==> src/rtl/core/lssc_pkg.sv <==
// ----------------------------------------------------------------------------
// Lane segment slope classifier package
// Shared widths, codes and types for the front, back and top level.
// ----------------------------------------------------------------------------
package lssc_pkg;

   // Geometry and number format.
   localparam int COORD_BITS = 10;
   localparam int FRAC_BITS  = 16;
   localparam int MAX_LINES  = 128;
   localparam int CNT_W      = $clog2(MAX_LINES + 1);

   // Field widths of the ports.
   localparam int REG_W   = 21;
   localparam int SIDE_W  = 2;
   localparam int SLOPE_W = 19;
   localparam int ICPT_W  = 29;
   localparam int SLOT_W  = 7;

   // Register port.
   localparam int ADDR_W = 3;
   localparam int DATA_W = 32;
   localparam logic REG_SLOPE_MIN = 1'b0;
   localparam logic REG_SLOPE_MAX = 1'b1;
   localparam logic [REG_W-1:0] SLOPE_MIN_RESET = REG_W'(13107);
   localparam logic [REG_W-1:0] SLOPE_MAX_RESET = REG_W'(131072);

   // Divider and datapath widths.
   localparam int DIV_W       = COORD_BITS + FRAC_BITS;
   localparam int STEP_W      = $clog2(DIV_W);
   localparam int K_W         = REG_W + 1;
   localparam int PROD_W      = K_W + COORD_BITS + 1;
   localparam int ICPT_CALC_W = PROD_W + 1;

   // Queue between front and back.
   localparam int QDEPTH = 2;
   localparam int QPTR_W = $clog2(QDEPTH);
   localparam int QCNT_W = $clog2(QDEPTH + 1);

   typedef enum logic [SIDE_W-1:0] {
      SIDE_REJECT = 2'd0,
      SIDE_LEFT   = 2'd1,
      SIDE_RIGHT  = 2'd2
   } side_type;

   typedef enum logic [1:0] {
      BK_IDLE,
      BK_DIV,
      BK_MUL,
      BK_FIN
   } back_state_type;

   // One segment after the front has taken it apart.
   typedef struct packed {
      logic [COORD_BITS-1:0] x_start;
      logic [COORD_BITS-1:0] y_start;
      logic [COORD_BITS-1:0] adx;
      logic [COORD_BITS-1:0] ady;
      logic                  neg;
      logic                  vertical;
      logic                  frame_start;
   } seg_type;

   // Slope window from the register port.
   typedef struct packed {
      logic [REG_W-1:0] slope_min;
      logic [REG_W-1:0] slope_max;
   } cfg_type;

endpackage

==> src/rtl/core/lssc_front.sv <==
// ----------------------------------------------------------------------------
// Lane segment slope classifier front end
// Accepts segments, forms deltas and signs, and queues them for the back end.
// ----------------------------------------------------------------------------
module lssc_front (
   input  logic                           clock,
   input  logic                           reset,
   input  logic                           req_valid,
   output logic                           req_stall,
   input  logic [lssc_pkg::COORD_BITS-1:0] req_x_start,
   input  logic [lssc_pkg::COORD_BITS-1:0] req_y_start,
   input  logic [lssc_pkg::COORD_BITS-1:0] req_x_end,
   input  logic [lssc_pkg::COORD_BITS-1:0] req_y_end,
   input  logic                           req_frame_start,
   output logic                           q_valid,
   input  logic                           q_pop,
   output lssc_pkg::seg_type              q_data
);
   import lssc_pkg::*;

   seg_type           mem_ff [QDEPTH];
   logic [QPTR_W-1:0] wr_ptr_ff, wr_ptr_in;
   logic [QPTR_W-1:0] rd_ptr_ff, rd_ptr_in;
   logic [QCNT_W-1:0] cnt_ff, cnt_in;
   seg_type           seg;
   logic              push;
   logic              x_lt;
   logic              y_lt;

   // Deltas are taken as magnitudes with a separate sign for the slope.
   always_comb begin
      x_lt = req_x_start < req_x_end;
      y_lt = req_y_start < req_y_end;
      seg.x_start     = req_x_start;
      seg.y_start     = req_y_start;
      seg.adx         = x_lt ? (req_x_end - req_x_start) : (req_x_start - req_x_end);
      seg.ady         = y_lt ? (req_y_end - req_y_start) : (req_y_start - req_y_end);
      seg.neg         = x_lt != y_lt;
      seg.vertical    = req_x_start == req_x_end;
      seg.frame_start = req_frame_start;
   end

   assign req_stall = cnt_ff == QCNT_W'(QDEPTH);
   assign push      = req_valid && !req_stall;
   assign q_valid   = cnt_ff != '0;
   assign q_data    = mem_ff[rd_ptr_ff];

   always_comb begin
      wr_ptr_in = push  ? wr_ptr_ff + 1'b1 : wr_ptr_ff;
      rd_ptr_in = q_pop ? rd_ptr_ff + 1'b1 : rd_ptr_ff;
      cnt_in    = cnt_ff;
      if (push && !q_pop) begin
         cnt_in = cnt_ff + 1'b1;
      end else if (!push && q_pop) begin
         cnt_in = cnt_ff - 1'b1;
      end
   end

   always_ff @(posedge clock) begin
      if (reset) begin
         wr_ptr_ff <= '0;
         rd_ptr_ff <= '0;
         cnt_ff    <= '0;
      end else begin
         wr_ptr_ff <= wr_ptr_in;
         rd_ptr_ff <= rd_ptr_in;
         cnt_ff    <= cnt_in;
      end
   end

   always_ff @(posedge clock) begin
      if (push) begin
         mem_ff[wr_ptr_ff] <= seg;
      end
   end

endmodule

==> src/rtl/core/lssc_back.sv <==
// ----------------------------------------------------------------------------
// Lane segment slope classifier back end
// Radix-2 slope divider, window test, intercept multiply and side counts.
// ----------------------------------------------------------------------------
module lssc_back (
   input  logic                                 clock,
   input  logic                                 reset,
   input  lssc_pkg::cfg_type                    cfg,
   input  logic                                 q_valid,
   output logic                                 q_pop,
   input  lssc_pkg::seg_type                    q_data,
   output logic                                 rsp_valid,
   input  logic                                 rsp_stall,
   output logic [lssc_pkg::SIDE_W-1:0]          rsp_side,
   output logic signed [lssc_pkg::SLOPE_W-1:0]  rsp_slope,
   output logic signed [lssc_pkg::ICPT_W-1:0]   rsp_intercept,
   output logic [lssc_pkg::SLOT_W-1:0]          rsp_slot_index,
   output logic                                 rsp_list_full
);
   import lssc_pkg::*;

   localparam logic signed [K_W-1:0] SLOPE_HI = K_W'((2 ** (SLOPE_W - 1)) - 1);
   localparam logic signed [K_W-1:0] SLOPE_LO = -K_W'(2 ** (SLOPE_W - 1));
   localparam logic signed [ICPT_CALC_W-1:0] ICPT_HI =
      ICPT_CALC_W'((2 ** (ICPT_W - 1)) - 1);
   localparam logic signed [ICPT_CALC_W-1:0] ICPT_LO = -ICPT_CALC_W'(2 ** (ICPT_W - 1));

   back_state_type state_ff, state_in;
   seg_type        seg_ff, seg_in;
   logic [COORD_BITS-1:0] rem_ff, rem_in;
   logic [DIV_W-1:0]      quo_ff, quo_in;
   logic [DIV_W-1:0]      dvd_ff, dvd_in;
   logic [STEP_W-1:0]     step_ff, step_in;
   logic signed [K_W-1:0]    k_ff, k_in;
   logic signed [PROD_W-1:0] prod_ff, prod_in;
   side_type               side_ff, side_in;
   logic [CNT_W-1:0]       left_ff, left_in;
   logic [CNT_W-1:0]       right_ff, right_in;

   logic                   out_valid_ff, out_valid_in;
   side_type               out_side_ff, out_side_in;
   logic signed [SLOPE_W-1:0] out_slope_ff, out_slope_in;
   logic signed [ICPT_W-1:0]  out_icpt_ff, out_icpt_in;
   logic [SLOT_W-1:0]      out_slot_ff, out_slot_in;
   logic                   out_full_ff, out_full_in;

   logic [COORD_BITS:0]    trial;
   logic [COORD_BITS:0]    diff;
   logic                   ge;
   logic                   in_range;
   logic [REG_W-1:0]       kmag;
   logic signed [K_W-1:0]  kpos;
   logic signed [ICPT_CALC_W-1:0] icpt;
   logic [CNT_W-1:0]       cnt_l;
   logic [CNT_W-1:0]       cnt_r;
   logic [CNT_W-1:0]       cnt_sel;
   logic                   out_free;

   // One quotient bit per cycle.
   always_comb begin
      trial = {rem_ff, dvd_ff[DIV_W-1]};
      diff  = trial - {1'b0, seg_ff.adx};
      ge    = trial >= {1'b0, seg_ff.adx};
   end

   always_comb begin
      in_range = !seg_ff.vertical && (quo_ff != '0)
                 && (quo_ff > DIV_W'(cfg.slope_min))
                 && (quo_ff < DIV_W'(cfg.slope_max));
      kmag = quo_ff[REG_W-1:0];
      kpos = $signed({1'b0, kmag});
   end

   always_comb begin
      icpt = $signed(ICPT_CALC_W'({seg_ff.y_start, {FRAC_BITS{1'b0}}}))
             - ICPT_CALC_W'(prod_ff);
      cnt_l = seg_ff.frame_start ? '0 : left_ff;
      cnt_r = seg_ff.frame_start ? '0 : right_ff;
      cnt_sel = (side_ff == SIDE_LEFT) ? cnt_l : cnt_r;
   end

   assign out_free = !out_valid_ff || !rsp_stall;

   always_comb begin
      state_in = state_ff;
      seg_in   = seg_ff;
      rem_in   = rem_ff;
      quo_in   = quo_ff;
      dvd_in   = dvd_ff;
      step_in  = step_ff;
      k_in     = k_ff;
      prod_in  = prod_ff;
      side_in  = side_ff;
      left_in  = left_ff;
      right_in = right_ff;
      q_pop    = 1'b0;
      out_valid_in = out_valid_ff && rsp_stall;
      out_side_in  = out_side_ff;
      out_slope_in = out_slope_ff;
      out_icpt_in  = out_icpt_ff;
      out_slot_in  = out_slot_ff;
      out_full_in  = out_full_ff;

      unique case (state_ff)
         BK_IDLE: begin
            if (q_valid) begin
               q_pop    = 1'b1;
               seg_in   = q_data;
               rem_in   = '0;
               quo_in   = '0;
               dvd_in   = {q_data.ady, {FRAC_BITS{1'b0}}};
               step_in  = STEP_W'(DIV_W - 1);
               state_in = BK_DIV;
            end
         end
         BK_DIV: begin
            rem_in = ge ? diff[COORD_BITS-1:0] : trial[COORD_BITS-1:0];
            quo_in = {quo_ff[DIV_W-2:0], ge};
            dvd_in = dvd_ff << 1;
            step_in = step_ff - 1'b1;
            if (step_ff == '0) begin
               state_in = BK_MUL;
            end
         end
         BK_MUL: begin
            if (in_range) begin
               k_in    = seg_ff.neg ? -kpos : kpos;
               side_in = seg_ff.neg ? SIDE_LEFT : SIDE_RIGHT;
            end else begin
               k_in    = '0;
               side_in = SIDE_REJECT;
            end
            prod_in  = PROD_W'(k_in) * PROD_W'($signed({1'b0, seg_ff.x_start}));
            state_in = BK_FIN;
         end
         BK_FIN: begin
            if (out_free) begin
               left_in  = cnt_l;
               right_in = cnt_r;
               out_valid_in = 1'b1;
               out_side_in  = side_ff;
               out_slot_in  = '0;
               out_full_in  = 1'b0;
               if (side_ff == SIDE_REJECT) begin
                  out_slope_in = '0;
                  out_icpt_in  = '0;
               end else begin
                  if (k_ff > SLOPE_HI) begin
                     out_slope_in = SLOPE_HI[SLOPE_W-1:0];
                  end else if (k_ff < SLOPE_LO) begin
                     out_slope_in = SLOPE_LO[SLOPE_W-1:0];
                  end else begin
                     out_slope_in = k_ff[SLOPE_W-1:0];
                  end
                  if (icpt > ICPT_HI) begin
                     out_icpt_in = ICPT_HI[ICPT_W-1:0];
                  end else if (icpt < ICPT_LO) begin
                     out_icpt_in = ICPT_LO[ICPT_W-1:0];
                  end else begin
                     out_icpt_in = icpt[ICPT_W-1:0];
                  end
                  // A full list keeps its count; the segment still gets its slope.
                  if (cnt_sel >= CNT_W'(MAX_LINES)) begin
                     out_full_in = 1'b1;
                  end else begin
                     out_slot_in = cnt_sel[SLOT_W-1:0];
                     if (side_ff == SIDE_LEFT) begin
                        left_in = cnt_l + 1'b1;
                     end else begin
                        right_in = cnt_r + 1'b1;
                     end
                  end
               end
               state_in = BK_IDLE;
            end
         end
         default: begin
            state_in = BK_IDLE;
         end
      endcase
   end

   always_ff @(posedge clock) begin
      if (reset) begin
         state_ff     <= BK_IDLE;
         left_ff      <= '0;
         right_ff     <= '0;
         out_valid_ff <= 1'b0;
      end else begin
         state_ff     <= state_in;
         left_ff      <= left_in;
         right_ff     <= right_in;
         out_valid_ff <= out_valid_in;
      end
   end

   always_ff @(posedge clock) begin
      seg_ff       <= seg_in;
      rem_ff       <= rem_in;
      quo_ff       <= quo_in;
      dvd_ff       <= dvd_in;
      step_ff      <= step_in;
      k_ff         <= k_in;
      prod_ff      <= prod_in;
      side_ff      <= side_in;
      out_side_ff  <= out_side_in;
      out_slope_ff <= out_slope_in;
      out_icpt_ff  <= out_icpt_in;
      out_slot_ff  <= out_slot_in;
      out_full_ff  <= out_full_in;
   end

   assign rsp_valid      = out_valid_ff;
   assign rsp_side       = out_side_ff;
   assign rsp_slope      = out_slope_ff;
   assign rsp_intercept  = out_icpt_ff;
   assign rsp_slot_index = out_slot_ff;
   assign rsp_list_full  = out_full_ff;

endmodule

==> src/rtl/core/lane_segment_slope_classifier.sv <==
// ----------------------------------------------------------------------------
// Lane segment slope classifier
// Classifies line segments into left and right lane candidates by slope.
// ----------------------------------------------------------------------------
// Each transfer on the req_ channel carries one segment given by two endpoints.
// The block computes the slope dy/dx as a signed Q16 value truncated toward
// zero, rejects vertical segments and slopes outside the exclusive window set
// by the slope_min and slope_max registers, and returns exactly one transfer
// on the rsp_ channel per segment, in order. Negative slopes are left lane and
// positive slopes right lane; for these the block also returns the intercept
// and the next slot number of that side, whose count saturates at 128 and then
// raises list_full. A segment with frame_start set clears both counts first.
// In the back end a segment is taken from the queue, goes through the radix-2
// divider that produces one quotient bit per cycle and the intercept multiply,
// and is then loaded into the output register once that is free. The divider is the
// single shared unit, so a new segment is taken only once the previous one is loaded.
// A two-entry queue decouples input acceptance from the back end, and the
// output register lets the next segment be processed while a result waits.
// Registers sit at byte address 0 (slope_min) and 4 (slope_max); write them
// only while no segment is in flight.
// ----------------------------------------------------------------------------
module lane_segment_slope_classifier (
   input  logic                                 clock,
   input  logic                                 reset,
   // Segment input channel.
   input  logic                                 req_valid,
   output logic                                 req_stall,
   input  logic [lssc_pkg::COORD_BITS-1:0]      req_x_start,
   input  logic [lssc_pkg::COORD_BITS-1:0]      req_y_start,
   input  logic [lssc_pkg::COORD_BITS-1:0]      req_x_end,
   input  logic [lssc_pkg::COORD_BITS-1:0]      req_y_end,
   input  logic                                 req_frame_start,
   // Result channel.
   output logic                                 rsp_valid,
   input  logic                                 rsp_stall,
   output logic [lssc_pkg::SIDE_W-1:0]          rsp_side,
   output logic signed [lssc_pkg::SLOPE_W-1:0]  rsp_slope,
   output logic signed [lssc_pkg::ICPT_W-1:0]   rsp_intercept,
   output logic [lssc_pkg::SLOT_W-1:0]          rsp_slot_index,
   output logic                                 rsp_list_full,
   // Register port.
   input  logic                                 psel,
   input  logic                                 penable,
   input  logic                                 pwrite,
   input  logic [lssc_pkg::ADDR_W-1:0]          paddr,
   input  logic [lssc_pkg::DATA_W-1:0]          pwdata,
   output logic [lssc_pkg::DATA_W-1:0]          prdata,
   output logic                                 pready
);
   import lssc_pkg::*;

   logic [REG_W-1:0] slope_min_ff, slope_min_in;
   logic [REG_W-1:0] slope_max_ff, slope_max_in;
   logic             reg_write;
   logic             reg_sel;
   cfg_type          cfg;
   logic             q_valid;
   logic             q_pop;
   seg_type          q_data;

   // The register is picked by the word address bit; byte offset bits are ignored.
   assign pready    = 1'b1;
   assign reg_sel   = paddr[2];
   assign reg_write = psel && penable && pwrite && pready;

   always_comb begin
      slope_min_in = slope_min_ff;
      slope_max_in = slope_max_ff;
      if (reg_write) begin
         unique case (reg_sel)
            REG_SLOPE_MIN: slope_min_in = pwdata[REG_W-1:0];
            REG_SLOPE_MAX: slope_max_in = pwdata[REG_W-1:0];
            default: begin
            end
         endcase
      end
   end

   always_comb begin
      unique case (reg_sel)
         REG_SLOPE_MIN: prdata = DATA_W'(slope_min_ff);
         REG_SLOPE_MAX: prdata = DATA_W'(slope_max_ff);
         default:       prdata = '0;
      endcase
   end

   always_ff @(posedge clock) begin
      if (reset) begin
         slope_min_ff <= SLOPE_MIN_RESET;
         slope_max_ff <= SLOPE_MAX_RESET;
      end else begin
         slope_min_ff <= slope_min_in;
         slope_max_ff <= slope_max_in;
      end
   end

   assign cfg.slope_min = slope_min_ff;
   assign cfg.slope_max = slope_max_ff;

   // The front end takes segments and queues their deltas and signs.
   lssc_front u_front (
      .clock           (clock),
      .reset           (reset),
      .req_valid       (req_valid),
      .req_stall       (req_stall),
      .req_x_start     (req_x_start),
      .req_y_start     (req_y_start),
      .req_x_end       (req_x_end),
      .req_y_end       (req_y_end),
      .req_frame_start (req_frame_start),
      .q_valid         (q_valid),
      .q_pop           (q_pop),
      .q_data          (q_data)
   );

   // The back end divides, classifies, updates the side counts and
   // holds the result until the downstream side takes the transfer.
   lssc_back u_back (
      .clock          (clock),
      .reset          (reset),
      .cfg            (cfg),
      .q_valid        (q_valid),
      .q_pop          (q_pop),
      .q_data         (q_data),
      .rsp_valid      (rsp_valid),
      .rsp_stall      (rsp_stall),
      .rsp_side       (rsp_side),
      .rsp_slope      (rsp_slope),
      .rsp_intercept  (rsp_intercept),
      .rsp_slot_index (rsp_slot_index),
      .rsp_list_full  (rsp_list_full)
   );

endmodule
==> config.mk <==
export PLATFORM = sky130hd
export DESIGN_NAME = lane_segment_slope_classifier
export DESIGN_NICKNAME = d
export VERILOG_FILES = /design/src/rtl/core/lssc_pkg.sv /design/src/rtl/core/lssc_front.sv /design/src/rtl/core/lssc_back.sv /design/src/rtl/core/lane_segment_slope_classifier.sv
export SDC_FILE = /design/constraint.sdc
export NUM_CORES = 1
export LEC_CHECK = 0
export BUFFER_PORTS_ARGS = -buffer_cell sky130_fd_sc_hd__buf_2
export CORE_MARGIN = 2
export CORE_UTILIZATION = 49
export DETAILED_ROUTE_END_ITERATION = 10
export GPL_ROUTABILITY_DRIVEN = 0
export PLACE_DENSITY = 0.73
export RECOVER_POWER = 25
export SLEW_MARGIN = 20
export SYNTH_ARGS = -nofsm -noshare
export SYNTH_HDL_FRONTEND = slang
export SYNTH_SLANG_ARGS = --single-unit
==> constraint.sdc <==
create_clock -name clock -period 8.7 [get_ports clock]
set_clock_uncertainty 0.15 [all_clocks]
set_input_delay 2.175 -clock clock [delete_from_list [all_inputs] [get_ports clock]]
set_output_delay 2.175 -clock clock [all_outputs]
set_load 0.05 [all_outputs]
* Word-level counts from Yosys, hierarchy flattened
Memory sizes are Yosys's and may differ from the RTL's. A register that Yosys moved wholly into a read port is not among the register bits.
Cells that the tools add are included.
** Word-level totals
- Bits in writable memories :: 86
- Bits in registers :: 280
- Input port bits :: 83
- Output and inout port bits :: 93
- Logic and storage cells :: 142
- Memories kept :: 1
** Cells by class
- Magnitude comparators :: 10
- Equality and inequality tests :: 10
- Multipliers :: 1
- Multiplexer cells :: 44
- Reduce and logical (&&, ||, !) cells :: 32
- $add $sub $neg :: 14
- Bitwise logic cells :: 1
** Memories
- u_front.mem_ff :: words 2, bits a word 43, rd ports 1, clocked after Yosys merged registers in 1, wr ports 1, line lssc_front.sv:21 : seg_type mem_ff [QDEPTH];
** Operator list (count)
- $pmux 26 s2 :: 2
- $mux 8 :: 9
- $mux 22 :: 3
- $pmux 32 s2 :: 1
- $mux 26 :: 2
- $sub 10x10->10 :: 5
- $mux 10 :: 4
- $gt 34x29->1 const B :: 1
- $lt 34x29->1 const B :: 1
- $sub 27x33->34 :: 1
- $mul 22x11->33 :: 1
- $mux 29 :: 1
- $mux 28 :: 1
- $gt 26x21->1 :: 1
- $lt 26x21->1 :: 1
- $reduce_bool 26->1 :: 1
- $gt 22x19->1 const B :: 1
- $lt 22x19->1 const B :: 1
- $neg 21->22 :: 1
- $lt 10x10->1 :: 2
- $pmux 10 s2 :: 1
- $mux 19 :: 1
- $mux 18 :: 1
- $add 8x1->8 const B :: 2
- 27 further kinds :: 67

* Logic depth before layout (Yosys ltp)
Gate-level depths: netlist of the first run.
- Depth after elaboration :: 7
- Mapped depth :: 36
- Gate-level depth less buffers :: 31

* Cells and area by module
Synthesis of the first run repeated with hierarchy kept, for this count alone.
** Second synthesis, totals
- Cell total of the unflattened synthesis :: 2564
- Area total of the unflattened synthesis :: 27069.7 µm²
** By module, submodules not included
- lssc_back :: times used 1, area an instance 19760.2 µm², seq. area each 6356.1 µm², cells an instance 1939
- lssc_front :: times used 1, area an instance 5178.7 µm², seq. area each 2682.6 µm², cells an instance 415
- lane_segment_slope_classifier :: times used 1, area an instance 2130.8 µm², seq. area each 840.8 µm², cells an instance 210

* Worst setup path after synthesis of the first run
No wires, ideal clock.
- Path type :: register to register
- Start :: register u_back.quo_ff[5]
- End :: register u_back.prod_ff[32], data pin
- Buffers on the path :: 1
- Path slack :: 643 ps
- Clock period less this slack :: 8057 ps
- Data arrival time :: 7647 ps
- Data required time :: 8290 ps
- Setup time :: 260 ps
- Stages on the path, launching flop included :: 25
- Cell sequence :: edfxtp_1 or4_4 or3_1 or3_1 o21ai_0 xor2_1 a2111oi_0 fa_1 fa_1 fa_1 fa_1 inv_1 fa_1 inv_1 ha_1 clkbuf_1 and4_1 a221oi_1 o21ai_0 or3b_2 o211ai_1 a31oi_1 a21o_1 a21oi_1 xnor2_1
** Between the ends
- Longest elaborated chain between the ends :: 7
- Elaborated cells between the ends (all ways) :: 11
- Classes of those cells :: add/sub (1); mul (1); order compare (2); mux (3); reduce/logical (4)
** RTL lines
- start, declared :: line lssc_back.sv:31 : logic [DIV_W-1:0] quo_ff, quo_in;
- start signal, assigned :: line lssc_back.sv:200 : quo_ff <= quo_in;
- parallel branches: the longest is 4 deep, another holds $neg 21->22
- $mux 22 * :: line lssc_back.sv:126 : if (in_range) begin
- $mux 22 * :: line lssc_back.sv:104 : unique case (state_ff)
- $mul 22x11->33 * :: line lssc_back.sv:133 : prod_in = PROD_W'(k_in) * PROD_W'($signed({1'b0, seg_ff.x_start}));
- end signal, assigned :: line lssc_back.sv:204 : prod_ff <= prod_in;
- end, declared :: line lssc_back.sv:35 : logic signed [PROD_W-1:0] prod_ff, prod_in;
Every way passes the cells marked *. The select of a mux whose other input is x is not followed.
A chain may end at the register's enable or synchronous reset.

* Final worst setup path of the first run
Same ends and word-level chain as after synthesis.

==> flow_metrics.tcl, run 1 <==
set metrics [dict create \
    fin_nets 3174 \
    timing.fmax_ghz 0.121 \
    grt_overflow 0 \
    coreArea_um2 55100 \
    clock_path_buffers 3 \
    startpoint_type "register" \
    ys_ff_latch 351 \
    dp_slack_ns 0.272 \
    antenna_left 0 \
    via_count 20400 \
    status "finished, violations left" \
    period_share_pct 94.9 \
    ir_worst_vdd_v 0.000258 \
    cp.arrival_ns 8.40 \
    root_buffer "clkbuf_16" \
    final_common_cell "inv_1" \
    die_x_um 240 \
    use_met3_pct 3.63 \
    htreeDepth 2 \
    synthCells 2607 \
    pwr_density_cell_nw_per_um2 271 \
    required_ns 8.84 \
    drt_iter0_markers 1738 \
    min_period_ns 8.25 \
    worstMarginPinSlew_ns 3.29 \
    dieArea_um2 57700 \
    dp_hpwl_mm 46.5 \
    synth_area_um2 27300 \
    grt_max_degree 98 \
    leakagePower_nw 12.6 \
    ys.flop_type "edfxtp_1" \
    setup_ws_ns 0.447 \
    grt_usage_pct 22.4 \
    end_kind "register" \
    relSlewSlack_pct -119 \
    avgSynthCellArea_um2 10.5 \
    setup_tns_ns 0 \
    syn2layout_area_growth_pct 11.5 \
    cts_sinks 351 \
    ioPinCount 176 \
    yosysUniqueCellTypes 80 \
    die_h_um 240 \
    setup_violations 0 \
    critical_path_class "reg2reg" \
    grt_pass1_wl_mm 104 \
    wl_per_cell_um 18.3 \
    netlist.top_cell.by_area "edfxtp_1" \
    rows 86 \
    busiest_layer "met2" \
    drive_above_1_share_pct 13.3 \
    cts.clk_slew.worst_paths_ns 0.06 \
    mostFrequentLayoutCells "inv_1, edfxtp_1, fa_1, nand2_1, ha_1" \
    numPortBuffers 150 \
    yosys_warnings 0 \
    gr-usage-met2_pct 39.0 \
    max-cap-violations 3 \
    initial_core_util_pct 49.6 \
    cts_tree "built" \
    async_flop_share_pct 0 \
    grt_pass1_vias 20900 \
    violations "max-capacitance violations, max-slew violations" \
    synth_seq_area_share_pct 36.2 \
    clk_latency_ns 0.56 \
    slew_viol_final 174 \
    antenna_found_initial 2 \
    synth_top_area_share_pct 31.3 \
    synth_edf_count 285 \
    remaining_drc_errors 0 \
    cts_made_buffers 37 \
    worstPathMaxFanout 8 \
    via_per_inst 5.85 \
    grt_use_met1_pct 27.6 \
    hold_path.class "reg2reg" \
    synth.area.top_cells "edfxtp_1, fa_1, ha_1" \
    hold_viol_final 0 \
    firstDrtPassIters 6 \
    wirelength_mm 63.9 \
]
==> cells by family (layout without fill, tap and decap cells) <==
family | after synthesis | after routing | share of synthesized area [%]
fa+ha+maj | 380 | 380 | 22.8
xor+xnor | 124 | 124 | 3.98
flops | 351 | 351 | 36.2
buf+inv | 552 | 672 | 8.02
compound gates | 649 | 651 | 17.6
mux | 73 | 73 | 2.85
simple gates | 476 | 476 | 8.55
other cells | 2 | 13 | 0.0275
==> repair_timing <==
| item | CTS | global route |
|---|---|---|
| buffers inserted | 0 | 2 |
| endpoints found under the setup margin | 0 | 9 |
| resized for setup | 0 | 44 |
| hold buffers | 0 | 0 |
==> final cells by class <==
cell class,instances,area [um2]
flip-flops and latches,351,9880
well taps,748,936
repair buffers,229,1430
diodes,1,2.50
multi-input cells,1716,15600
clock buffers,41,962
clock inverters,26,273
fillers,4738,24600
inverters,376,1410
==> state kept, by name, summed over array words and instances (netlist names), named ones only <==
register	cells
u_back.quo_ff	26
u_back.rem_ff	10
u_back.left_ff	8
u_back.rsp_intercept	29
u_back.dvd_ff	10
u_back.state_ff	2
u_back.rsp_side	2
slope_max_ff	21
u_back.rsp_slope	19
u_back.rsp_valid	1
u_back.right_ff	8
u_front.mem_ff	86
u_back.step_ff	5
u_front.rd_ptr_ff	1
u_front.wr_ptr_ff	1
u_back.rsp_slot_index	7
u_back.rsp_list_full	1
u_front.cnt_ff	2
u_back.seg_ff	33
u_back.side_ff	2
u_back.prod_ff	33
u_back.k_ff	22
slope_min_ff	21
==> Yosys cell counts (all sizes together) (26+ instances only) <==
library cell,instances
xnor2,80
a21o,58
nor2b,27
o21a,35
inv,376
a211oi,34
clkbuf,138
nand3,26
nand2,194
mux2i,35
ha,182
nand2b,28
edfxtp,285
dfxtp,66
fa,198
mux2,38
and2,30
nor2,85
a2111oi,134
buf,38
a21oi,109
o21ai,90
xor2,44
o2111ai,97
==> critical path, stage by stage (launching register included) <==
cell and delay (ns):
edfxtp_1 0.39, or4_4 0.57, or3_1 0.37, or3_4 0.42, o31a_1 0.31, xnor2_2 0.27, a2111oi_0 0.56, fa_1 0.54
fa_1 0.48, fa_1 0.53, fa_1 0.54, inv_1 0.06, fa_1 0.53, inv_1 0.04, ha_1 0.29, and4_1 0.23
a221oi_1 0.26, o21ai_1 0.13, or3b_2 0.47, o211ai_1 0.25, a31oi_1 0.15, a21o_1 0.20, a21oi_1 0.17, xnor2_1 0.10
==> final timing paths <==
check / from / to / slack, ns / depth (start not counted)
max: u_back.quo_ff[5] / u_back.prod_ff[32] / 0.45 / 23
min: slope_min_ff[2] / slope_min_ff[2] / 0.31 / 2
max reg2reg: u_back.quo_ff[5] / u_back.prod_ff[32] / 0.45 / 23
min reg2reg: slope_min_ff[2] / slope_min_ff[2] / 0.31 / 2
==> report_power, final <==
group	switching (mW)	total, mW	internal (mW)
sequential	0.325	2.78	2.45
clock	0.658	1.58	0.926
combinational	2.61	3.90	1.29
total	3.60	8.27	4.67
==> metal layers <==
layer	part of all wire (%)	wire, um
met5	0.12	74
met3	5.9	3740
met4	4.1	2630
met1	40	25500
met2	50	31900
==> stage by stage <==
stage / hold WS, ns / total power [mW] / utilization [%] / cells / instance area [um2]
after floorplan: 0.274 / 5.32 / - / 2617 / 27400
after global placement: 0.294 / 6.37 / 52.7 / 3416 / 29000
after detailed placement: 0.297 / 6.54 / 52.7 / 3416 / 29000
after CTS: 0.305 / 8.15 / 54.9 / 3483 / 30300
after global routing: 0.316 / 8.78 / 55.3 / 3487 / 30500
final: 0.306 / 8.27 / 55.3 / 3488 / 30500
Note: power is estimated with default switching activity, not from simulation.
==> inputs of run 2 (changes only) <==
--- a/config.mk
+++ b/config.mk
@@ -6,11 +6,13 @@
 export NUM_CORES = 1
 export LEC_CHECK = 0
 export BUFFER_PORTS_ARGS = -buffer_cell sky130_fd_sc_hd__buf_2
+export CELL_PAD_IN_SITES_DETAIL_PLACEMENT = 0
+export CELL_PAD_IN_SITES_GLOBAL_PLACEMENT = 1
 export CORE_MARGIN = 2
-export CORE_UTILIZATION = 49
+export CORE_UTILIZATION = 45
 export DETAILED_ROUTE_END_ITERATION = 10
 export GPL_ROUTABILITY_DRIVEN = 0
-export PLACE_DENSITY = 0.73
+export PLACE_DENSITY = 0.82
 export RECOVER_POWER = 25
 export SLEW_MARGIN = 20
 export SYNTH_ARGS = -nofsm -noshare
==> run 2 against run 1 <==
Net effect: critical path depth up 4; critical path type unchanged; largest power group unchanged; via count down 1.7%; die area up 8.7%; the flow still finishes with violations (max-capacitance violations, max-slew violations).
==> flow_metrics.tcl, run 2 (synthesis results as in run 1) <==
set metrics [dict create \
    status "finished, violations left" \
    violations "max-capacitance violations, max-slew violations" \
    cts_tree "built" \
    ir_worst_vdd_v 0.000190 \
    numPortBuffers 150 \
    cts.clk_slew.worst_paths_ns 0.06 \
    worstMarginPinSlew_ns 3.44 \
    rr_worst_depth 27 \
    seq_power_share_pct 33.9 \
    dp_slack_ns 0.308 \
    antenna_left 0 \
    whs_ns 0.306 \
    grt_usage_pct 20.6 \
    die_h_um 250 \
    worstReg2RegStart "u_back.quo_ff[5]" \
    wl_per_cell_um 18.1 \
    fin_nets 3187 \
    switchingPower_mw 3.55 \
    cts_made_buffers 40 \
    clk_latency_ns 0.56 \
    drive_above_1_share_pct 13.1 \
    critical_path_class "reg2reg" \
    rsz0062_at_grt "yes" \
    wl_met1_mm 26.4 \
    root_buffer "clkbuf_16" \
    top_regs "u_front.mem_ff: 86 flops, u_back.prod_ff: 33 flops, u_back.seg_ff: 33 flops" \
    dr_wl_met3_mm 2.91 \
    min_period_ns 8.31 \
    largest_reg_flops 86 \
    p_int_mw 4.66 \
    top_layer_used "met4" \
    pwr-share-clk_pct 19.6 \
    stdcell_count 3535 \
    htreeDepth 2 \
    whs_path_depth 2 \
    pwr-share-comb_pct 46.5 \
    slew_viol_final 207 \
    pwr_density_cell_nw_per_um2 270 \
    leakagePower_nw 12.7 \
    relSlewSlack_pct -130 \
    required_ns 8.85 \
    wirelength_mm 63.9 \
    grt_overflow 0 \
    rows 90 \
    dpl_cell_area_um2 29100 \
    clock_path_buffers 3 \
    rrSetupSlack_ns 0.39 \
    mostFrequentLayoutCells "inv_1, edfxtp_1, fa_1, nand2_1, ha_1" \
    hold_path.class "reg2reg" \
    crit_end "u_back.prod_ff[32]" \
    reg2reg_to "u_back.prod_ff[32]" \
    diodes 0 \
    ioPinCount 176 \
    dp_hpwl_mm 47.9 \
    drt_iter0_markers 1507 \
    grt_pass1_vias 20200 \
    setup_violations 0 \
    die_x_um 250 \
    sw_frac_of_total_pct 43.2 \
    period_share_pct 95.5 \
    cpMostUsedCell "fa_1" \
    grt_max_degree 98 \
    setup_ws_ns 0.390 \
    grt_pass1_wl_mm 105 \
    cts_sinks 351 \
    place_inst 3463 \
    firstDrtPassIters 7 \
    worstPathMaxFanout 32 \
    utilization_pct 50.6 \
    crit_path_top_delay_cell "or4_4" \
    hold_viol_final 0 \
    via_per_inst 5.68 \
    via_count 20100 \
    timing.fmax_ghz 0.120 \
    syn2layout_area_growth_pct 11.5 \
    initial_core_util_pct 45.4 \
    startpoint_type "register" \
    max-cap-violations 4 \
    finalInstanceArea_um2 30500 \
    regMostFlops "u_front.mem_ff" \
    cp.arrival_ns 8.46 \
    remaining_drc_errors 0 \
    end_kind "register" \
    final_common_cell "inv_1" \
    antenna_found_initial 0 \
    dieArea_um2 62700 \
    coreArea_um2 60100 \
    critPathMaxStageDelay_ns 0.56 \
    routed-wl-met2_mm 32.6 \
    critPathLaunch "u_back.quo_ff[5]" \
]
[run 2: critical path, delay by kind of cell (launching register included)]
kind | cells | cell delay [ns]
and+or+nand+nor | 8 | 2.57
buffers and inverters | 4 | 0.45
adders and majority gates | 6 | 2.76
DFF | 1 | 0.39
AOI/OAI and AO/OA | 8 | 1.60
xor gates and xnor gates | 1 | 0.09
[run 2: worst min-delay path by stage]
stage,from,slack (ns),endpoint
after CTS,slope_min_ff[15],0.31,slope_min_ff[15]
after global placement,slope_min_ff[2],0.29,slope_min_ff[2]
final,slope_min_ff[11],0.31,slope_min_ff[11]
after floorplan,u_back.side_ff[1],0.27,u_back.rsp_side[1]
after detailed placement,slope_min_ff[11],0.30,slope_min_ff[11]
after global routing,slope_min_ff[15],0.33,slope_min_ff[15]
[run 2: power groups by stage]
stage                     clock network (mW)  logic (mW)  registers [mW]
after floorplan                            0        2.55            2.77
after global placement                     0        3.64            2.78
after detailed placement                   0        3.77            2.80
after global routing                    1.71        4.20            2.84
after CTS                               1.65        3.79            2.77
final                                   1.61        3.82            2.79
[run 2: cell type report]
type                    instances  area, um2
fillers                      5416      29700
flip-flops and latches        351       9880
clock inverters                28        220
repair buffers                241       1500
clock buffers                  43       1030
multi-input cells            1714      15400
well taps                     782        978
inverters                     376       1410
[run 2: repair_timing]
action                     4_1_cts  5_1_grt
hold buffers                     0        0
setup endpoints to repair        0        4
setup buffers                    0        0
gates resized for setup          0       23
[run 2: per-stage QoR]
step,TNS (ns),power (mW)
after floorplan,0,5.32
after global placement,0,6.42
after detailed placement,0,6.57
after CTS,0,8.21
after global routing,-0.0525,8.75
final,0,8.22
[run 2: routing by layer]
metal / vias to the layer above / global-route usage [%]
met1: 9908 / 25.4
met3: 125 / 2.97
met4: 0 / 7.08
li1: 9544 / -
met2: 487 / 37.0
met5: - / 0
